**src/tts_pkg.sv**
```systemverilog
// Package for the BER-TLV tag search block: payload structs, status codes
// and sizing constants. No dependencies.
`default_nettype none
package tts_pkg;

    localparam int LEN_BITS  = 24;
    localparam int CFG_IDX_W = 2;

    localparam logic [1:0] ST_FOUND     = 2'd0;
    localparam logic [1:0] ST_NOT_FOUND = 2'd1;
    localparam logic [1:0] ST_TRUNCATED = 2'd2;
    localparam logic [1:0] ST_BAD_FORM  = 2'd3;

    localparam logic [CFG_IDX_W-1:0] CFG_TARGET_FIRST = 2'd0;
    localparam logic [CFG_IDX_W-1:0] CFG_TARGET_LAST  = 2'd1;

    localparam logic [4:0] TAG_MORE_MARK = 5'h1F;
    localparam logic [7:0] LEN_LONG_1    = 8'h81;
    localparam logic [7:0] LEN_LONG_3    = 8'h83;

    typedef struct packed {
        logic [7:0] data_byte;
        logic       is_last;
    } in_item_t;

    typedef struct packed {
        logic [7:0]          value_byte;
        logic                value_valid;
        logic                search_done;
        logic [1:0]          status;
        logic [LEN_BITS-1:0] value_length;
    } out_item_t;

    typedef struct packed {
        logic [7:0] target_first_tag;
        logic [7:0] target_last_tag;
    } cfg_t;

endpackage
`default_nettype wire

```
**src/tts_parser.sv**
```systemverilog
// TLV walker: header decode, match and value streaming; one byte per cycle while step is high.
// Depends on tts_pkg.
`default_nettype none
module tts_parser (
    input  wire logic             aclk,
    input  wire logic             aresetn,
    input  wire logic             step,
    input  tts_pkg::in_item_t     item,
    input  tts_pkg::cfg_t         cfg,
    output logic                  res_valid,
    output tts_pkg::out_item_t    res
);
    import tts_pkg::*;

    localparam logic [2:0] PH_TAG_FIRST = 3'd0;
    localparam logic [2:0] PH_TAG_MORE  = 3'd1;
    localparam logic [2:0] PH_LEN_FIRST = 3'd2;
    localparam logic [2:0] PH_LEN_MORE  = 3'd3;
    localparam logic [2:0] PH_VALUE     = 3'd4;
    localparam logic [2:0] PH_DONE      = 3'd5;

    logic [2:0]          phase_reg, phase_next;
    logic [7:0]          first_reg, first_next;
    logic [7:0]          last_tag_reg, last_tag_next;
    logic [1:0]          left_reg, left_next;
    logic [LEN_BITS-1:0] acc_reg, acc_next;
    logic [LEN_BITS-1:0] rem_reg, rem_next;
    logic                match_reg, match_next;

    logic [7:0]          b;
    logic                last;
    logic                hdr;
    logic [LEN_BITS-1:0] hdr_len;
    logic                hdr_match;
    logic [LEN_BITS-1:0] rem_dec;
    logic                emit;
    logic                done;
    logic [1:0]          st;
    logic [LEN_BITS-1:0] len;
    logic                vvalid;

    assign b    = item.data_byte;
    assign last = item.is_last;

    assign hdr_match = (first_reg == cfg.target_first_tag) &&
                       ((cfg.target_last_tag == 8'd0) ||
                        (last_tag_reg == cfg.target_last_tag));
    assign rem_dec = (rem_reg != '0) ? rem_reg - LEN_BITS'(1) : rem_reg;

    always_comb begin
        phase_next    = phase_reg;
        first_next    = first_reg;
        last_tag_next = last_tag_reg;
        left_next     = left_reg;
        acc_next      = acc_reg;
        rem_next      = rem_reg;
        match_next    = match_reg;
        hdr           = 1'b0;
        hdr_len       = '0;
        emit          = 1'b0;
        done          = 1'b0;
        st            = ST_FOUND;
        len           = '0;
        vvalid        = 1'b0;

        unique case (phase_reg)
            PH_TAG_FIRST: begin
                first_next    = b;
                last_tag_next = 8'd0;
                phase_next    = (b[4:0] == TAG_MORE_MARK) ? PH_TAG_MORE : PH_LEN_FIRST;
                if (last) begin
                    emit = 1'b1; done = 1'b1; st = ST_TRUNCATED;
                end
            end
            PH_TAG_MORE: begin
                last_tag_next = b;
                if (!b[7]) begin
                    phase_next = PH_LEN_FIRST;
                end
                if (last) begin
                    emit = 1'b1; done = 1'b1; st = ST_TRUNCATED;
                end
            end
            PH_LEN_FIRST: begin
                if (!b[7]) begin
                    acc_next  = LEN_BITS'(b);
                    left_next = 2'd0;
                    hdr       = 1'b1;
                    hdr_len   = LEN_BITS'(b);
                end else if (b >= LEN_LONG_1 && b <= LEN_LONG_3) begin
                    left_next  = b[1:0];
                    acc_next   = '0;
                    phase_next = PH_LEN_MORE;
                    if (last) begin
                        emit = 1'b1; done = 1'b1; st = ST_TRUNCATED;
                    end
                end else begin
                    emit = 1'b1; done = 1'b1; st = ST_BAD_FORM;
                end
            end
            PH_LEN_MORE: begin
                acc_next  = {acc_reg[LEN_BITS-9:0], b};
                left_next = left_reg - 2'd1;
                if (left_reg == 2'd1) begin
                    hdr     = 1'b1;
                    hdr_len = {acc_reg[LEN_BITS-9:0], b};
                end else if (last) begin
                    emit = 1'b1; done = 1'b1; st = ST_TRUNCATED;
                end
            end
            PH_VALUE: begin
                rem_next = rem_dec;
                if (match_reg) begin
                    emit   = 1'b1;
                    vvalid = 1'b1;
                    if (rem_dec == '0) begin
                        done = 1'b1; st = ST_FOUND; len = acc_reg;
                    end else if (last) begin
                        done = 1'b1; st = ST_TRUNCATED; len = acc_reg;
                    end
                end else if (rem_dec == '0) begin
                    if (last) begin
                        emit = 1'b1; done = 1'b1; st = ST_NOT_FOUND;
                    end else begin
                        phase_next = PH_TAG_FIRST;
                    end
                end else if (last) begin
                    emit = 1'b1; done = 1'b1; st = ST_TRUNCATED;
                end
            end
            PH_DONE: begin
                if (last) begin
                    phase_next = PH_TAG_FIRST;
                end
            end
            default: begin
                phase_next = PH_TAG_FIRST;
            end
        endcase

        // header just completed: latch match and value count
        if (hdr) begin
            match_next = hdr_match;
            rem_next   = hdr_len;
            if (hdr_len == '0) begin
                if (hdr_match) begin
                    emit = 1'b1; done = 1'b1; st = ST_FOUND;
                end else if (last) begin
                    emit = 1'b1; done = 1'b1; st = ST_NOT_FOUND;
                end else begin
                    phase_next = PH_TAG_FIRST;
                end
            end else begin
                phase_next = PH_VALUE;
                if (last) begin
                    emit = 1'b1; done = 1'b1; st = ST_TRUNCATED;
                    len  = hdr_match ? hdr_len : '0;
                end
            end
        end

        if (done) begin
            phase_next = last ? PH_TAG_FIRST : PH_DONE;
        end
    end

    always_comb begin
        res_valid        = step && emit;
        res.value_byte   = vvalid ? b : 8'd0;
        res.value_valid  = vvalid;
        res.search_done  = done;
        res.status       = done ? st : ST_FOUND;
        res.value_length = done ? len : '0;
    end

    always_ff @(posedge aclk) begin
        if (!aresetn) begin
            phase_reg    <= PH_TAG_FIRST;
            first_reg    <= 8'd0;
            last_tag_reg <= 8'd0;
            left_reg     <= 2'd0;
            acc_reg      <= '0;
            rem_reg      <= '0;
            match_reg    <= 1'b0;
        end else if (step) begin
            phase_reg    <= phase_next;
            first_reg    <= first_next;
            last_tag_reg <= last_tag_next;
            left_reg     <= left_next;
            acc_reg      <= acc_next;
            rem_reg      <= rem_next;
            match_reg    <= match_next;
        end
    end

endmodule
`default_nettype wire

```
**src/tts_out_skid.sv**
```systemverilog
// Result output register with one skid entry, so ready does not follow m_ready.
// Depends on tts_pkg.
`default_nettype none
module tts_out_skid (
    input  wire logic             aclk,
    input  wire logic             aresetn,
    input  wire logic             push,
    input  tts_pkg::out_item_t    push_data,
    output logic                  can_take,
    output logic                  m_valid,
    input  wire logic             m_ready,
    output tts_pkg::out_item_t    m_data
);
    import tts_pkg::*;

    logic      out_valid_reg;
    out_item_t out_data_reg;
    logic      skid_valid_reg;
    out_item_t skid_data_reg;
    logic      pop;

    assign pop      = out_valid_reg && m_ready;
    assign can_take = !skid_valid_reg;
    assign m_valid  = out_valid_reg;
    assign m_data   = out_data_reg;

    always_ff @(posedge aclk) begin
        if (!aresetn) begin
            out_valid_reg  <= 1'b0;
            skid_valid_reg <= 1'b0;
        end else if (!out_valid_reg || pop) begin
            if (skid_valid_reg) begin
                out_valid_reg  <= 1'b1;
                skid_valid_reg <= 1'b0;
            end else begin
                out_valid_reg <= push;
            end
        end else if (push) begin
            skid_valid_reg <= 1'b1;
        end
    end

    always_ff @(posedge aclk) begin
        if (!out_valid_reg || pop) begin
            out_data_reg <= skid_valid_reg ? skid_data_reg : push_data;
        end else if (push) begin
            skid_data_reg <= push_data;
        end
    end

endmodule
`default_nettype wire

```
**src/tlv_tag_search.sv**
```systemverilog
// Top level of the BER-TLV tag search: config registers, walker, output skid.
// A result is registered in the output stage before it shows on m_valid.
// Throughput: one byte per cycle; s_ready drops only while the skid entry holds.
// Reset (aresetn low, synchronous): walker waits for a first tag byte, both
// targets read zero, no result pending. Depends on tts_pkg, tts_parser, tts_out_skid.
`default_nettype none
module tlv_tag_search (
    input  wire logic                            aclk,
    input  wire logic                            aresetn,
    input  wire logic                            s_valid,
    output logic                                 s_ready,
    input  tts_pkg::in_item_t                    s_data,
    output logic                                 m_valid,
    input  wire logic                            m_ready,
    output tts_pkg::out_item_t                   m_data,
    input  wire logic                            cfg_we,
    input  wire logic [tts_pkg::CFG_IDX_W-1:0]   cfg_index,
    input  wire logic [7:0]                      cfg_wdata
);
    import tts_pkg::*;

    cfg_t      cfg_reg;
    logic      step;
    logic      res_valid;
    out_item_t res;
    logic      can_take;

    // Target tag registers; writes to unused indexes drop silently.
    always_ff @(posedge aclk) begin
        if (!aresetn) begin
            cfg_reg <= '0;
        end else if (cfg_we) begin
            unique case (cfg_index)
                CFG_TARGET_FIRST: cfg_reg.target_first_tag <= cfg_wdata;
                CFG_TARGET_LAST:  cfg_reg.target_last_tag  <= cfg_wdata;
                default: ;
            endcase
        end
    end

    // Accept a transaction whenever the skid entry is free; every byte
    // advances the walker, and only bytes that produce a result push.
    assign s_ready = can_take;
    assign step    = s_valid && s_ready;

    tts_parser u_parser (
        .aclk      (aclk),
        .aresetn   (aresetn),
        .step      (step),
        .item      (s_data),
        .cfg       (cfg_reg),
        .res_valid (res_valid),
        .res       (res)
    );

    // Hold results in the output register; spill into the skid on a stall.
    tts_out_skid u_out (
        .aclk      (aclk),
        .aresetn   (aresetn),
        .push      (res_valid),
        .push_data (res),
        .can_take  (can_take),
        .m_valid   (m_valid),
        .m_ready   (m_ready),
        .m_data    (m_data)
    );

endmodule
`default_nettype wire

```
**config.mk**
```make
export PLATFORM = sky130hd
export DESIGN_NAME = tlv_tag_search
export DESIGN_NICKNAME = d
export VERILOG_FILES = /design/src/tts_pkg.sv /design/src/tts_parser.sv /design/src/tts_out_skid.sv /design/src/tlv_tag_search.sv
export SDC_FILE = /design/constraint.sdc
export NUM_CORES = 1
export LEC_CHECK = 0
export BUFFER_PORTS_ARGS = -buffer_cell sky130_fd_sc_hd__buf_2
export CAP_MARGIN = 20
export CORE_MARGIN = 5
export CORE_UTILIZATION = 30
export DETAILED_ROUTE_END_ITERATION = 8
export GPL_TIMING_DRIVEN = 0
export PLACE_DENSITY_LB_ADDON = 0.15
export SLEW_MARGIN = 10
export SYNTH_ARGS = -nofsm -noshare
export SYNTH_HDL_FRONTEND = slang
export SYNTH_SLANG_ARGS = --single-unit
```
**constraint.sdc**
```tcl
create_clock -name aclk -period 4.71 [get_ports aclk]
set_input_delay 0.471 -clock aclk [delete_from_list [all_inputs] [get_ports aclk]]
set_output_delay 0.471 -clock aclk [all_outputs]
set_load 0.02 [all_outputs]
```
## Word-level counts from Yosys, hierarchy flattened

Cells that the tools add are included.
W data, S select, Z words.

- RAM bits: 0
- Word-level logic and storage cells: 143
- Register bits: 160
- Latch bits: 0
- Bits in read-only memories: 0
- Bits of input ports: 24
- Memories kept: 0
- Output and inout port bits: 38

- Shift-type cells: 0
- Bitwise gates (word level): 2
- Divide/modulo/power cells: 0
- Reduce and logical (&&, ||, !) cells: 28
- Multipliers: 0
- Equality and inequality tests: 11
- Multiplexer cells: 77
- Magnitude comparators: 2
- $add $sub $neg: 2

Operators by type and width:

| operator | count |
|---|---|
| $mux W24 | 15 |
| $pmux W24 S2 | 2 |
| $logic_not A24 Y1 | 2 |
| $mux W3 | 13 |
| $mux W36 | 1 |
| $mux W2 | 16 |
| $reduce_bool A24 Y1 | 1 |
| $sub A24 B1 Y24 const B | 1 |
| $mux W1 | 21 |
| $pmux W3 S6 | 1 |
| $eq A8 B8 Y1 | 2 |
| $pmux W8 S2 | 1 |
| $reduce_and A2 Y1 | 7 |
| $ge A8 B8 Y1 const B | 1 |
| $le A8 B8 Y1 const B | 1 |
| $logic_not A8 Y1 | 1 |
| $mux W8 | 1 |
| $pmux W1 S4 | 2 |
| $pmux W2 S4 | 1 |
| $mux W7 | 1 |
| $eq A3 B2 Y1 const B | 2 |
| $eq A3 B3 Y1 const B | 2 |
| $reduce_bool A2 Y1 | 3 |
| $eq A5 B5 Y1 const B | 1 |
| 14 further kinds | 23 |

## Depth between registers and ports, before layout

- Word-level depth: 12
- Gate-level depth with buffers: 14
- Gate-level depth less buffers: 11

## By module

From an unflattened synthesis, not the netlist that was laid out.

- Cells, all modules: 775
- Area total of the unflattened synthesis: 7830.0 um^2

By module, submodules not included:

| module | times used | area an instance (um^2) | cells an instance |
|---|---|---|---|
| tts_parser | 1 | 4434.3 | 591 |
| tts_out_skid | 1 | 2757.6 | 121 |
| tlv_tag_search | 1 | 638.1 | 63 |

## Worst setup path before layout

Ideal clock, no wire load.

- Kind: input port to flip-flop
- From: in s_data[4] (netlist bit)
- To: reg u_out.skid_data_reg[0] (netlist bit), enable pin
- Setup time: 0.433 ns
- Buffers on the path: 0
- Required time: 4.277 ns
- Arrival time: 3.470 ns
- Path slack: 0.807 ns
- Stages on the path: 6
- Path through: or4_1 nor4_1 o22ai_1 o221a_2 a21oi_1 nor2b_1

- Longest elaborated chain between the ends: 11
- Elaborated cells between the ends (all ways): 16

RTL lines:

| what | RTL line | RTL |
|---|---|---|
| start, declared | tlv_tag_search.sv:12 | `input tts_pkg::in_item_t s_data,` |
| $ge A8 B8 Y1 or $le A8 B8 Y1 (tied branches) | tts_parser.sv:90 | `end else if (b >= LEN_LONG_1 && b <= LEN_LONG_3) begin` |
| $logic_and A1 B1 Y1 | tts_parser.sv:90 |  |
| $mux W1 | tts_parser.sv:90 |  |
| $mux W1 | tts_parser.sv:85 | `if (!b[7]) begin` |
| $pmux W1 S4 | tts_parser.sv:66 | `unique case (phase_reg)` |
| $mux W1 | tts_parser.sv:148, tts_parser.sv:155 |  |
| $mux W1 | tts_parser.sv:146 | `if (hdr_match) begin` |
| $mux W1 | tts_parser.sv:145 | `if (hdr_len == '0) begin` |
| $mux W1 * | tts_parser.sv:142 | `if (hdr) begin` |
| $logic_and A1 B1 Y1 * | tts_parser.sv:168 | `res_valid = step && emit;` |
| $reduce_and A2 Y1 (no source line) * | n/a |  |
| end signal, assigned | tts_out_skid.sv:47 | `skid_data_reg <= push_data;` |
| end, declared | tts_out_skid.sv:19 | `out_item_t skid_data_reg;` |

Mark *: on every way between the ends. The rest lies on a longest branch, timed or not.
A chain may end at the register's enable or synchronous reset.

## Final worst setup path

- From: reg u_parser.rem_reg[0]
- To: reg u_out.out_data_reg, in the netlist u_out.m_data[1] (data pin)

- Longest elaborated chain between the ends: 12
- Elaborated cells between the ends (all ways): 19

RTL lines:

| what | RTL line | RTL |
|---|---|---|
| start, declared | tts_parser.sv:27 | `logic [LEN_BITS-1:0] rem_reg, rem_next;` |
| start signal, assigned | tts_parser.sv:191 | `rem_reg <= rem_next;` |
| $sub A24 B1 Y24 or $reduce_bool A24 Y1 (tied branches) | tts_parser.sv:48 | `assign rem_dec = (rem_reg != '0) ? rem_reg - LEN_BITS'(1) : rem_reg;` |
| $mux W24 * | tts_parser.sv:48 |  |
| $logic_not A24 Y1 * | tts_parser.sv:116, tts_parser.sv:121 |  |
| $mux W1 | tts_parser.sv:116 | `if (rem_dec == '0) begin` |
| $mux W1 | tts_parser.sv:113 | `if (match_reg) begin` |
| $pmux W1 S4 | tts_parser.sv:66 |  |
| $mux W1 | tts_parser.sv:148, tts_parser.sv:155 |  |
| $mux W1 | tts_parser.sv:146 |  |
| $mux W1 | tts_parser.sv:145 |  |
| $mux W1 | tts_parser.sv:142 |  |
| $mux W24 * | tts_parser.sv:173 | `res.value_length = done ? len : '0;` |
| $mux W36 * | tts_out_skid.sv:45 | `out_data_reg <= skid_valid_reg ? skid_data_reg : push_data;` |
| end signal, assigned | tts_out_skid.sv:45 |  |
| end, declared | tts_out_skid.sv:17 | `out_item_t out_data_reg;` |

Marked as above.

==> results.toml <==
[clocking]
cts.path.max_buffers = 2
cts_made_buffers = 17
cts_hold_buf = 0
clk_latency_ns = 0.44
htreeDepth = 4
clk_pin_slew_worst_paths_ns = 0.07
cts-root-buf = "clkbuf_16"
clock-sinks = 160
tritoncts = "yes"
cts_resized = 0
post_cts_buffers = 0

[critical_path]
critPathArrivalTime_ns = 4.36
path_class = "flop to flop"
reg2reg_depth = 13
cp_data_required_time_ns = 4.97
cp_num_buf_inv = 3
r2r-end = "u_out.m_data[1]"
cp.depth = 13
r2r_slack_ns = 0.61
path_cells = "inv_1, ha_1, nor3b_1, nand4_1, o21ai_1, o31ai_1, nor4_1, nand4_2, a21oi_2, buf_4, buf_6, nand3_1, o211ai_1"
cp_max_fo = 10
setup.worst_path.start = "u_parser.rem_reg[0]"
cp-endpoint = "u_out.m_data[1]"
critical-path-max-stage-delay_ns = 0.67
slowest_stage = "o21ai_1"
cp_top_family = "simple AND/OR/NAND/NOR gates"
cp-start-kind = "flop"
r2r-start = "u_parser.rem_reg[0]"
crit_path_end_kind = "flop"

[yosys]
syn_area_per_cell_um2 = 9.86
netlist_area_mm2 = 0.00758
ys_seq_area_share_pct = 51.7
synth_nets = 796
synth_top_cell_by_area = "edfxtp_1"
async_flop_share_pct = 0
muxShareOfSynthArea_pct = 6.27
ys_top_cells_by_area = "edfxtp_1, dfxtp_1, nor2_1, nand2_1, mux2_2"
synth_top_family_by_area = "simple AND/OR/NAND/NOR gates"
ys_types = 67
yosys_warnings = 0
synth-simple-area-share_pct = 19.1
synth_top_flop_cell = "dfxtp_1"
synth_edf_count = 72
ys_ff_latch = 160
synth_fa_ha_area_share_pct = 0.495
synth_xor_area_share_pct = 2.66
synth_top_area_share_pct = 28.5
synth_cells = 769
synth_compound_area_share_pct = 16.4

[sta]
hold-worst-slack_ns = 0.289
rsz0062_at_grt = "no"
worst_pin_slew_ns = 0.975
clock.fmax_mhz = 244
final_hold_viol_count = 0
finClkSkew_ns = 0.0123
finalSetupTns_ns = 0
slew_headroom_pct = 34.5
finalSetupViolations = 0
fin_crit_sh_pct = 87.1
report.final.slew_viol_count = 0
layout_min_cycle_time_ns = 4.10

[placed_design]
portBuffers = 58
globalplace.congestion = 0.878
hpwl_um = 16700
placedCellCount = 1161

[die]
start_util_pct = 30.3
placementRows = 58
dieArea_mm2 = 0.0286
ios = 62
core_area_mm2 = 0.0250
die_h_um = 169
die_w_um = 169

[global_routing]
grt_overflow = 0
antenna_found_initial = 0
grtUsageTotal_pct = 16.7
grt_pass1_wl_um = 36700
grt_max_degree = 34
first_global_vias = 6083

[cells_and_area]
fin_nets = 877
antenna_cells = 0
area_growth_pct = 18.1
final_cells = 1193
final_layout_size_suffix_gt1_share_pct = 16.8
fill_cells = 2594

[detailed_routing]
drc = 0
ant_nets = 0
wl_um = 23900
vias = 6242
drt_iter0_markers = 536
first_pass_iters = 6
vias_per_cell = 5.23
post_drt_wl_per_cell_um = 20.0

[hold_path]
hold_path.class = "input port to flop"

[power_and_ir_drop]
p_total_mw = 3.75
irDropWorstVdd_mv = 0.214
p_leak_nw = 3.41
power_density_mw_per_mm2 = 419

[job]
maxCapViolCount = 0

[outcome]
status = "complete, no violations"
==> cells by family after synthesis <==
family          count (synthesis)
simple gates                  298
compound gates                179
flops                         160
buf+inv                        62
mux                            44
xor+xnor                       23
fa+ha+maj                       3
==> report_power, final <==
| group | internal (mW) | total (mW) | switching (mW) |
|---|---|---|---|
| registers | 1.50 | 1.54 | 0.0417 |
| clock network | 0.712 | 1.39 | 0.675 |
| logic | 0.294 | 0.825 | 0.531 |
==> layer usage <==
metal	track usage, %	vias to the layer above	routed length (um)
li1	-	3023	-
met1	23.1	3003	11500
met2	26.5	179	10800
met3	2.94	37	1140
met4	5.32	0	484
met5	0	-	0
==> cell type report <==
type	count	area [um2]	area share, %
flip-flops and latches	160	3920	43.8
multi-input cells	547	3430	38.2
clock buffers	17	425	4.75
well taps	330	413	4.61
repair buffers	62	353	3.94
plain buffers	52	218	2.43
clock inverters	15	161	1.80
inverters	10	37.5	0.419
==> tightest hold or removal path, delay by kind of cell <==
kind	cells	cell delay, ns
buffers and inverters	1	0.09
multiplexers	1	0.06
AND/OR/NAND/NOR	1	0.07
==> placed cells by master (no fill, tap or decap), types with 24 or more instances in the layout <==
master,Yosys,final
a21oi_1,46,46
a22oi_1,30,30
buf_2,0,58
clkbuf_1,44,44
dfxtp_1,88,88
edfxtp_1,72,72
mux2_2,27,27
nand2_1,82,82
nand3_1,30,30
nor2_1,89,89
o21ai_0,24,24
==> worst min path at each step <==
stage	startpoint	endpoint	cells after the start
finish	cfg_wdata[1]	cfg_reg[1]	3
global route	cfg_wdata[3]	cfg_reg[3]	3
CTS	cfg_wdata[1]	cfg_reg[1]	3
detailed placement	u_parser.first_reg[6]	u_parser.first_reg[6]	2
global placement	u_parser.first_reg[6]	u_parser.first_reg[6]	2
floorplan	u_parser.first_reg[2]	u_parser.first_reg[2]	2
==> synth_stat cells, types with 3 or more instances <==
master    instances
a211oi_1          6
a21o_1            4
a21oi_1          46
a221oi_1          5
a22o_1           19
a22oi_1          30
a311oi_1          3
a31oi_1           4
a32o_1            3
and2_1           10
and3_1            4
buf_1             4
clkbuf_1         44
dfxtp_1          88
edfxtp_1         72
ha_1              3
inv_1             9
mux2_2           27
mux2i_1          16
nand2_1          82
nand2b_1          4
nand3_1          30
nand4_1           6
nand4b_1          3
nor2_1           89
nor2b_1           3
nor3_1           18
nor3b_1           4
nor4_1           21
o211ai_1          9
o21ai_0          24
o31ai_1           6
or3_1             4
or4_1             4
xnor2_1          12
xor2_1           11
==> stage by stage <==
stage / util [%] / area, um2 / worst slack (ns)
after global placement: 33.1 / 8290 / -0.610
after CTS: 35.8 / 8960 / 0.708
final: 35.8 / 8960 / 0.609
after floorplan: - / 7580 / 0.807
after detailed placement: 33.4 / 8370 / 0.723
after global routing: 35.8 / 8960 / 0.364
Note: power is estimated with default switching activity, not from simulation.
